`src/rtl/core/pba_pkg.sv`:
```
// Types and constants of the page bitmap allocator.
package pba_pkg;

  localparam int unsigned OP_W    = 2;
  localparam int unsigned START_W = 16;
  localparam int unsigned FIELD_W = 17;

  typedef enum logic [1:0] {
    OP_LOCK      = 2'd0,
    OP_FREE      = 2'd1,
    OP_RESERVE   = 2'd2,
    OP_UNRESERVE = 2'd3
  } op_e;

  typedef enum logic [2:0] {
    ST_CLEAR,
    ST_IDLE,
    ST_ISSUE,
    ST_WALK,
    ST_FINISH
  } state_e;

  typedef struct packed {
    logic clr;
    logic load;
    logic check;
    logic step;
    logic emit;
  } cmd_t;

  typedef struct packed {
    logic clr_last;
    logic end_now;
    logic end_next;
    logic out_free;
  } sts_t;

endpackage

```
`src/rtl/core/pba_ctrl.sv`:
```
// Controller state machine of the page bitmap allocator.
module pba_ctrl (
  input  logic          clk_i,
  input  logic          rst_ni,
  input  logic          in_valid_i,
  output logic          in_ready_o,
  input  pba_pkg::sts_t sts_i,
  output pba_pkg::cmd_t cmd_o
);
  import pba_pkg::*;

  state_e state_q, state_d;

  always_ff @(posedge clk_i or negedge rst_ni) begin
    if (!rst_ni) begin
      state_q <= ST_CLEAR;
    end else begin
      state_q <= state_d;
    end
  end

  always_comb begin
    state_d = state_q;
    case (state_q)
      ST_CLEAR:  if (sts_i.clr_last) state_d = ST_IDLE;
      ST_IDLE:   if (in_valid_i) state_d = ST_ISSUE;
      ST_ISSUE:  state_d = sts_i.end_now ? ST_FINISH : ST_WALK;
      ST_WALK:   if (sts_i.end_next) state_d = ST_FINISH;
      ST_FINISH: if (sts_i.out_free) state_d = ST_IDLE;
      default:   state_d = ST_CLEAR;
    endcase
  end

  always_comb begin
    cmd_o      = '0;
    in_ready_o = 1'b0;
    case (state_q)
      ST_CLEAR:  cmd_o.clr = 1'b1;
      ST_IDLE: begin
        in_ready_o = 1'b1;
        cmd_o.load = in_valid_i;
      end
      ST_ISSUE:  cmd_o.check = 1'b1;
      ST_WALK:   cmd_o.step = 1'b1;
      ST_FINISH: cmd_o.emit = sts_i.out_free;
      default:   cmd_o = '0;
    endcase
  end

endmodule

```
`config.mk`:
```
export PLATFORM = sky130hd
export DESIGN_NAME = pba_ctrl
export DESIGN_NICKNAME = d
export VERILOG_FILES = /design/src/rtl/core/pba_pkg.sv /design/src/rtl/core/pba_ctrl.sv
export SDC_FILE = /design/constraint.sdc
export NUM_CORES = 1
export LEC_CHECK = 0
export ABC_AREA = 1
export ABC_CLOCK_PERIOD_IN_PS = 2500
export BUFFER_PORTS_ARGS = -buffer_cell sky130_fd_sc_hd__clkbuf_2
export CORE_AREA = 4 4 41 43
export CTS_BUF_LIST = sky130_fd_sc_hd__clkbuf_4
export DETAILED_ROUTE_END_ITERATION = 16
export DIE_AREA = 0 0 45 47
export PLACE_DENSITY = 0.44
export SYNTH_ARGS = -nofsm -noshare
export SYNTH_HDL_FRONTEND = slang
export SYNTH_SLANG_ARGS = --single-unit
```
`constraint.sdc`:
```
create_clock -name clk_i -period 2.5 [get_ports clk_i]
set_clock_uncertainty 0.1 [all_clocks]
set_input_delay 0.25 -clock clk_i [delete_from_list [all_inputs] [get_ports clk_i]]
set_output_delay 0.25 -clock clk_i [all_outputs]
set_load 0.1 [all_outputs]
```
* Word-level counts from Yosys, hierarchy flattened *
Index checks and enable logic that the tools add are counted.

cells by class
  add/subtract/negate cells = 0
  multipliers = 0
  div/mod/pow operators = 0
  order comparisons = 0
  eq/ne operators = 8
  shift operators = 0
  multiplexer cells = 12
  bitwise gates (word level) = 0
  reduce and logical (&&, ||, !) cells = 2

operators by type and width
  cell                                                              count
  3-bit 2-to-1 mux                                                  5
  3-bit one-hot mux with 5 select lines                             1
  2-bit inequality test (second input constant)                     4
  3-bit by 2-bit == test with 1-bit output (second input constant)  2
  1-bit 2-to-1 mux                                                  6
  4-bit AND reduction                                               1
  3-bit by 1-bit == test with 1-bit output (second input constant)  1
  3-bit == test (second input constant)                             1
  3-bit logical NOT                                                 1

word-level totals
  flip-flop bits (word level) = 3
  latch bits = 0
  bits in writable memories = 0
  memory bits (read-only) = 0
  output and inout bits = 6
  word-level logic and storage cells = 23
  memories kept = 0

* Logic depth before layout (Yosys ltp) *
Gate-level depths: netlist of run 1.

  depth after elaboration = 3
  mapped depth = 7
  gate-level depth less buffers = 7

* Worst setup path before layout of run 1 *
Ideal clock, no wire load.

  path kind = flip-flop to output port
  start = register state_q[0]
  end = output cmd_o[0] (netlist bit)
  arrival = 2.659 ns
  data required time = 2.150 ns
  path slack = -0.509 ns
  cell stages (with the launch flop) = 4
  path buffers = 0
  cells stage by stage = dfrtp_1 nor2_1 inv_1 nor3_1

RTL lines
  what                      RTL line        RTL
  start: declaration        pba_ctrl.sv:12  state_e state_q, state_d;
  start signal: assignment  pba_ctrl.sv:18  state_q <= state_d;
  end: declaration          pba_ctrl.sv:8   output pba_pkg::cmd_t cmd_o

==> flow_metrics.env, run 1 <==
export IMPL_status="complete, no violations"
export IMPL_synth_cells=40
export IMPL_drv_slew=0
export IMPL_setup_viol=0
export IMPL_synth_edf_count=0
export IMPL_fp_dieArea_um2=2120
export IMPL_synthTopCellsByArea="dfrtp_1, nand2_1, inv_1"
export IMPL_ys_top_cells_by_count="nand2_1, inv_1, nor2_1"
export IMPL_critPathLaunch="state_q[0]$_DFFE_PN0P_"
export IMPL_fin_nets=65
export IMPL_antenna_found_initial=0
export IMPL_clock_latency_ns=0.23
export IMPL_drt_initial_drc_count=3
export IMPL_die_y_um=47
export IMPL_hold_viol=0
export IMPL_initial_core_util_pct=18.0
export IMPL_synth_top_cell_by_area="dfrtp_1"
export IMPL_synth_ff_type="dfrtp_1"
export IMPL_yosysSeqAreaShare_pct=32.1
export IMPL_layout_drive_gt1_share_pct=40.4
export IMPL_r2r_end="state_q[0]$_DFFE_PN0P_"
export IMPL_numPortBuffers=12
export IMPL_clockBufferDepth=2
export IMPL_largest_register="state_q"
export IMPL_post_route_period_util_pct=74.2
export IMPL_diodes=0
export IMPL_final_antenna_net_count=0
export IMPL_crit_top_cell="nor2_1"
export IMPL_grt_ovfl_total=0
export IMPL_area_delta_synth_final_pct=52.9
export IMPL_rows=13
export IMPL_ff2ff_setup_slack_ns=1.28
export IMPL_slew_headroom_pct=64.1
export IMPL_grt_pass1_vias=250
export IMPL_synth_cell_types=11
export IMPL_syn_area_per_cell_um2=5.85
export IMPL_rsz0062_at_grt="no"
export IMPL_htree_num_levels=1
export IMPL_cts_tree="built"
export IMPL_fp_dieW_um=45
export IMPL_synth_fp_nets=47
export IMPL_synth_top_cell_area_share_pct=32.1
export IMPL_final_setup_tns_ns=0
export IMPL_ys_async_sr_fraction_pct=100
export IMPL_grt_usage_pct=6.49
export IMPL_stdcell_area_um2=358
export IMPL_critPathKind="reg -> out"
export IMPL_min_delay_path_class="in -> reg"
export IMPL_worst_slew_pin_slew_ns=0.541
export IMPL_yosysMostFrequentCell="nand2_1"
export IMPL_root_buffer="clkbuf_4"
export IMPL_cp_data_required_time_ns=2.15
export IMPL_cp_top_family="buffers and inverters"
export IMPL_grt_max_degree=6
export IMPL_endpoint="cmd_o[3]"
export IMPL_drc=0
export IMPL_cp_slowest_cell="clkbuf_2"
export IMPL_routed_wl_um=569
export IMPL_rr_worst_depth=6
export IMPL_path_depth=5
export IMPL_critPathLaunchType="register"
export IMPL_dp_final_hpwl_um=500
export IMPL_placed_area_um2=318
export IMPL_maxCapViolations=0
export IMPL_drt_pass1_iterations=2
export IMPL_clock_sinks=3
export IMPL_largest_reg_flops=3
export IMPL_crit_arrival_ns=1.50
export IMPL_wl_per_cell_um=7.90
export IMPL_cp_max_fo=5
export IMPL_vias=267
export IMPL_path_cells="inv_1 > nor2_1 > nand2_1 > nor2_1 > clkbuf_2"
export IMPL_r2r_start="state_q[0]$_DFFE_PN0P_"
export IMPL_crit_buf_inv=2
export IMPL_cts_buffers=3
export IMPL_coreArea_um2=1300
export IMPL_hold_ws_ns=0.191
export IMPL_place_congestion=0.706
export IMPL_finalCriticalPeriod_ns=1.85
export IMPL_max_freq_mhz=539
export IMPL_top_regs="state_q (3)"
export IMPL_ys_ff_latch=3
export IMPL_slowest_delay_ns=0.46
export IMPL_synthesis_area_um2=234
export IMPL_end_kind="output port"
export IMPL_cts_clk_slew_worst_paths_ns=0.04
export IMPL_viasPerCell=3.71
export IMPL_yosys_warnings=0
export IMPL_grt_pass1_wl_um=903
export IMPL_io_pins=13
## worst register-to-register path, cell delays in order (launching register included)
cell,delay [ns]
dfrtp_1,0.41
nor2_1,0.18
nand3_1,0.13
nand2_1,0.13
nor2_2,0.05
nand2_1,0.05
nand2_1,0.05
## final cells by class
cell class | instances | area (um2)
inverter | 9 | 33.8
tap | 15 | 18.8
sequential | 3 | 75.1
clock buffer | 4 | 30.0
timing repair buffer | 13 | 70.1
fill | 154 | 943
multi-input combinational | 28 | 130
## per-layer routing
metal / global-route usage, % / up-vias / share of wire (%)
met5: 0 / - / 0
met4: 8.77 / 0 / 0
met3: 1.15 / 0 / 8.4
met2: 9.89 / 9 / 46
met1: 6.64 / 106 / 46
li1: - / 152 / -
## worst min path at each step
stage | start | to | slack, ns | cells past startpoint
final | sts_i[1] | state_q[1]$_DFFE_PN0P_ | 0.19 | 4
after global routing | sts_i[1] | state_q[1]$_DFFE_PN0P_ | 0.19 | 4
after CTS | sts_i[1] | state_q[1]$_DFFE_PN0P_ | 0.18 | 4
after detailed placement | rst_ni | state_q[0]$_DFFE_PN0P_ | -0.05 | 1
after global placement | rst_ni | state_q[0]$_DFFE_PN0P_ | -0.05 | 1
after floorplan | rst_ni | state_q[0]$_DFFE_PN0P_ | -0.15 | 0
## per-stage QoR
stage | utilization, % | setup slack, ns | cells
final | 27.5 | 0.645 | 72
after global routing | 27.5 | 0.503 | 72
after CTS | 27.5 | 0.627 | 72
after detailed placement | 24.4 | 0.881 | 67
after global placement | 24.4 | 0.870 | 67
after floorplan | - | 0.253 | 40
## cell families after synthesis
logic type / share of synthesized area (%)
buffers and inverters: 14.4
AO/OA/AOI/OAI: 4.27
AND/OR/NAND/NOR: 49.2
flip-flops: 32.1
## cell usage in the layout, fill, tap and decap left out
cell | netlist | layout
a21oi_1 | 1 | 1
clkbuf_2 | 0 | 12
clkbuf_4 | 0 | 4
dfrtp_1 | 3 | 3
dlygate4sd3_1 | 0 | 1
inv_1 | 8 | 8
inv_2 | 1 | 1
nand2_1 | 13 | 13
nand2_2 | 2 | 2
nand3_1 | 3 | 3
nor2_1 | 4 | 4
nor2_2 | 3 | 3
nor3_2 | 0 | 1
o21ai_1 | 1 | 1
## timing repair
| item | in CTS | in global routing |
|---|---|---|
| gates resized for setup | 0 | 0 |
| hold endpoints to repair | 3 | 0 |
| hold buffers | 1 | 0 |
| setup buffers | 0 | 0 |
Power of run 1 is left out: the tool's default activity adds up to more than one toggle a clock period on the data nets, which glitch-free logic cannot reach.
==> run 2: changes to the inputs <==
- ABC_CLOCK_PERIOD_IN_PS: 2500 -> 1600
- PLACE_DENSITY: 0.44 -> 0.45
- clock period: 2.5 -> 1.6 ns (I/O delays scaled with it)
==> run 2 against run 1 <==
Core utilization up 10 points. Sequential cell count did not move. Register-to-register slack got worse by 0.90 ns. Global-route usage up 0.40 points. Critical path type unchanged.
==> flow_metrics.env, run 2 (same netlist as run 1, synthesis figures left out) <==
export IMPL_initial_core_util_pct=18.0
export IMPL_use_met2_pct=12.7
export IMPL_clockBufferDepth=2
export IMPL_hold_viol=0
export IMPL_grt_util_met3_pct=1.92
export IMPL_antenna_found_initial=0
export IMPL_rsz0062_at_grt="yes"
export IMPL_status="complete, no violations"
export IMPL_largest_reg_flops=3
export IMPL_worstHoldPathCells=4
export IMPL_end_kind="output port"
export IMPL_largest_register="state_q"
export IMPL_coreArea_um2=1300
export IMPL_viasPerCell=4.07
export IMPL_critPathKind="reg -> out"
export IMPL_htree_num_levels=1
export IMPL_grt_max_degree=6
export IMPL_grt_usage_pct=6.89
export IMPL_maxCapViolations=0
export IMPL_top_regs="state_q (3)"
export IMPL_io_pins=13
export IMPL_grt_pass1_vias=277
export IMPL_r2r_end="state_q[0]$_DFFE_PN0P_"
export IMPL_cp_data_required_time_ns=1.34
export IMPL_fp_dieW_um=45
export IMPL_cts_clk_slew_worst_paths_ns=0.04
export IMPL_min_delay_path_class="in -> reg"
export IMPL_worst_slew_pin_slew_ns=0.191
export IMPL_wl_per_cell_um=8.72
export IMPL_cts_buffers=3
export IMPL_clock_sinks=3
export IMPL_final_cell_mix="nand2_1, inv_1, clkbuf_2, buf_12"
export IMPL_critPathLaunchType="register"
export IMPL_fp_dieArea_um2=2120
export IMPL_drc=0
export IMPL_area_delta_synth_final_pct=110
export IMPL_drt_initial_drc_count=4
export IMPL_mostFrequentLayoutCell="nand2_1"
export IMPL_rr_worst_depth=7
export IMPL_slew_headroom_pct=87.2
export IMPL_final_antenna_net_count=0
export IMPL_routed_wl_um=628
export IMPL_grt_pass1_wl_um=1060
export IMPL_rows=13
export IMPL_grt_ovfl_total=0
export IMPL_final_setup_tns_ns=0
export IMPL_root_buffer="clkbuf_4"
export IMPL_place_congestion=0.780
export IMPL_drt_pass1_iterations=2
export IMPL_finalCriticalPeriod_ns=1.58
export IMPL_die_y_um=47
export IMPL_max_freq_mhz=632
export IMPL_r2r_start="state_q[2]$_DFFE_PN0P_"
export IMPL_diodes=0
export IMPL_dp_final_hpwl_um=553
export IMPL_min_to="state_q[1]$_DFFE_PN0P_"
export IMPL_vias=293
export IMPL_post_route_period_util_pct=98.9
export IMPL_ff2ff_setup_slack_ns=0.38
export IMPL_fin_nets=65
export IMPL_holdCritStartpoint="sts_i[1]"
export IMPL_met1_usage_pct=7.09
export IMPL_layout_drive_gt1_share_pct=52.6
export IMPL_clock_latency_ns=0.23
export IMPL_cp_max_fo=4
export IMPL_cts_tree="built"
export IMPL_crit_arrival_ns=1.32
export IMPL_busiest_layer="met2"
export IMPL_setup_viol=0
export IMPL_drv_slew=0
export IMPL_numPortBuffers=12
run 2: cell count changes in the layout (fill, tap and decap cells not counted), sizes merged:
| cell | change |
|---|---|
| buf | +6 |
| clkbuf | -6 |
run 2: layer usage:
layer | wire [um] | part of all wire (%)
met1 | 244 | 39
met2 | 337 | 54
met3 | 46 | 7.3
met4 | 0 | 0
met5 | 0 | 0
run 2: worst max-delay path by stage:
| stage | start | end | slack (ns) | cells past startpoint |
|---|---|---|---|---|
| after floorplan | state_q[0]$_DFFE_PN0P_ | cmd_o[0] | -0.11 | 3 |
| after global placement | state_q[0]$_DFFE_PN0P_ | cmd_o[3] | 0.24 | 5 |
| after detailed placement | state_q[0]$_DFFE_PN0P_ | cmd_o[0] | 0.20 | 4 |
| after CTS | state_q[1]$_DFFE_PN0P_ | cmd_o[0] | 0.01 | 4 |
| after global routing | state_q[1]$_DFFE_PN0P_ | cmd_o[0] | -0.04 | 4 |
| final | state_q[1]$_DFFE_PN0P_ | cmd_o[0] | 0.02 | 4 |
run 2: critical path: stages (launching register included):
cell and delay [ns]:
dfrtp_1 0.42, nor2_2 0.16, inv_1 0.12, nor3_4 0.18
buf_12 0.20
run 2: through the flow:
step	utilization (%)	setup slack (ns)	hold WS [ns]	area [um2]	cells
floorplan	-	-0.107	-0.236	277	40
global placement	34.2	0.239	-0.142	445	67
detailed placement	34.2	0.200	-0.143	445	67
CTS	37.6	0.0121	0.0958	489	72
global route	37.8	-0.0447	0.120	492	72
finish	37.8	0.0180	0.0949	492	72
run 2: final cells by class:
type	count	area, um2
fill	149	810
multi-input combinational	28	169
timing repair buffer	13	160
sequential	3	77.6
inverter	9	36.3
clock buffer	4	30.0
tap	15	18.8
run 2: timing repair:
item	4_1_cts	5_1_grt
buffers inserted	0	0
hold endpoints to repair	3	0
hold buffers	1	0
endpoints found under the setup margin	1	3
resized for setup	2	1
Power of run 2 is left out for the same reason.
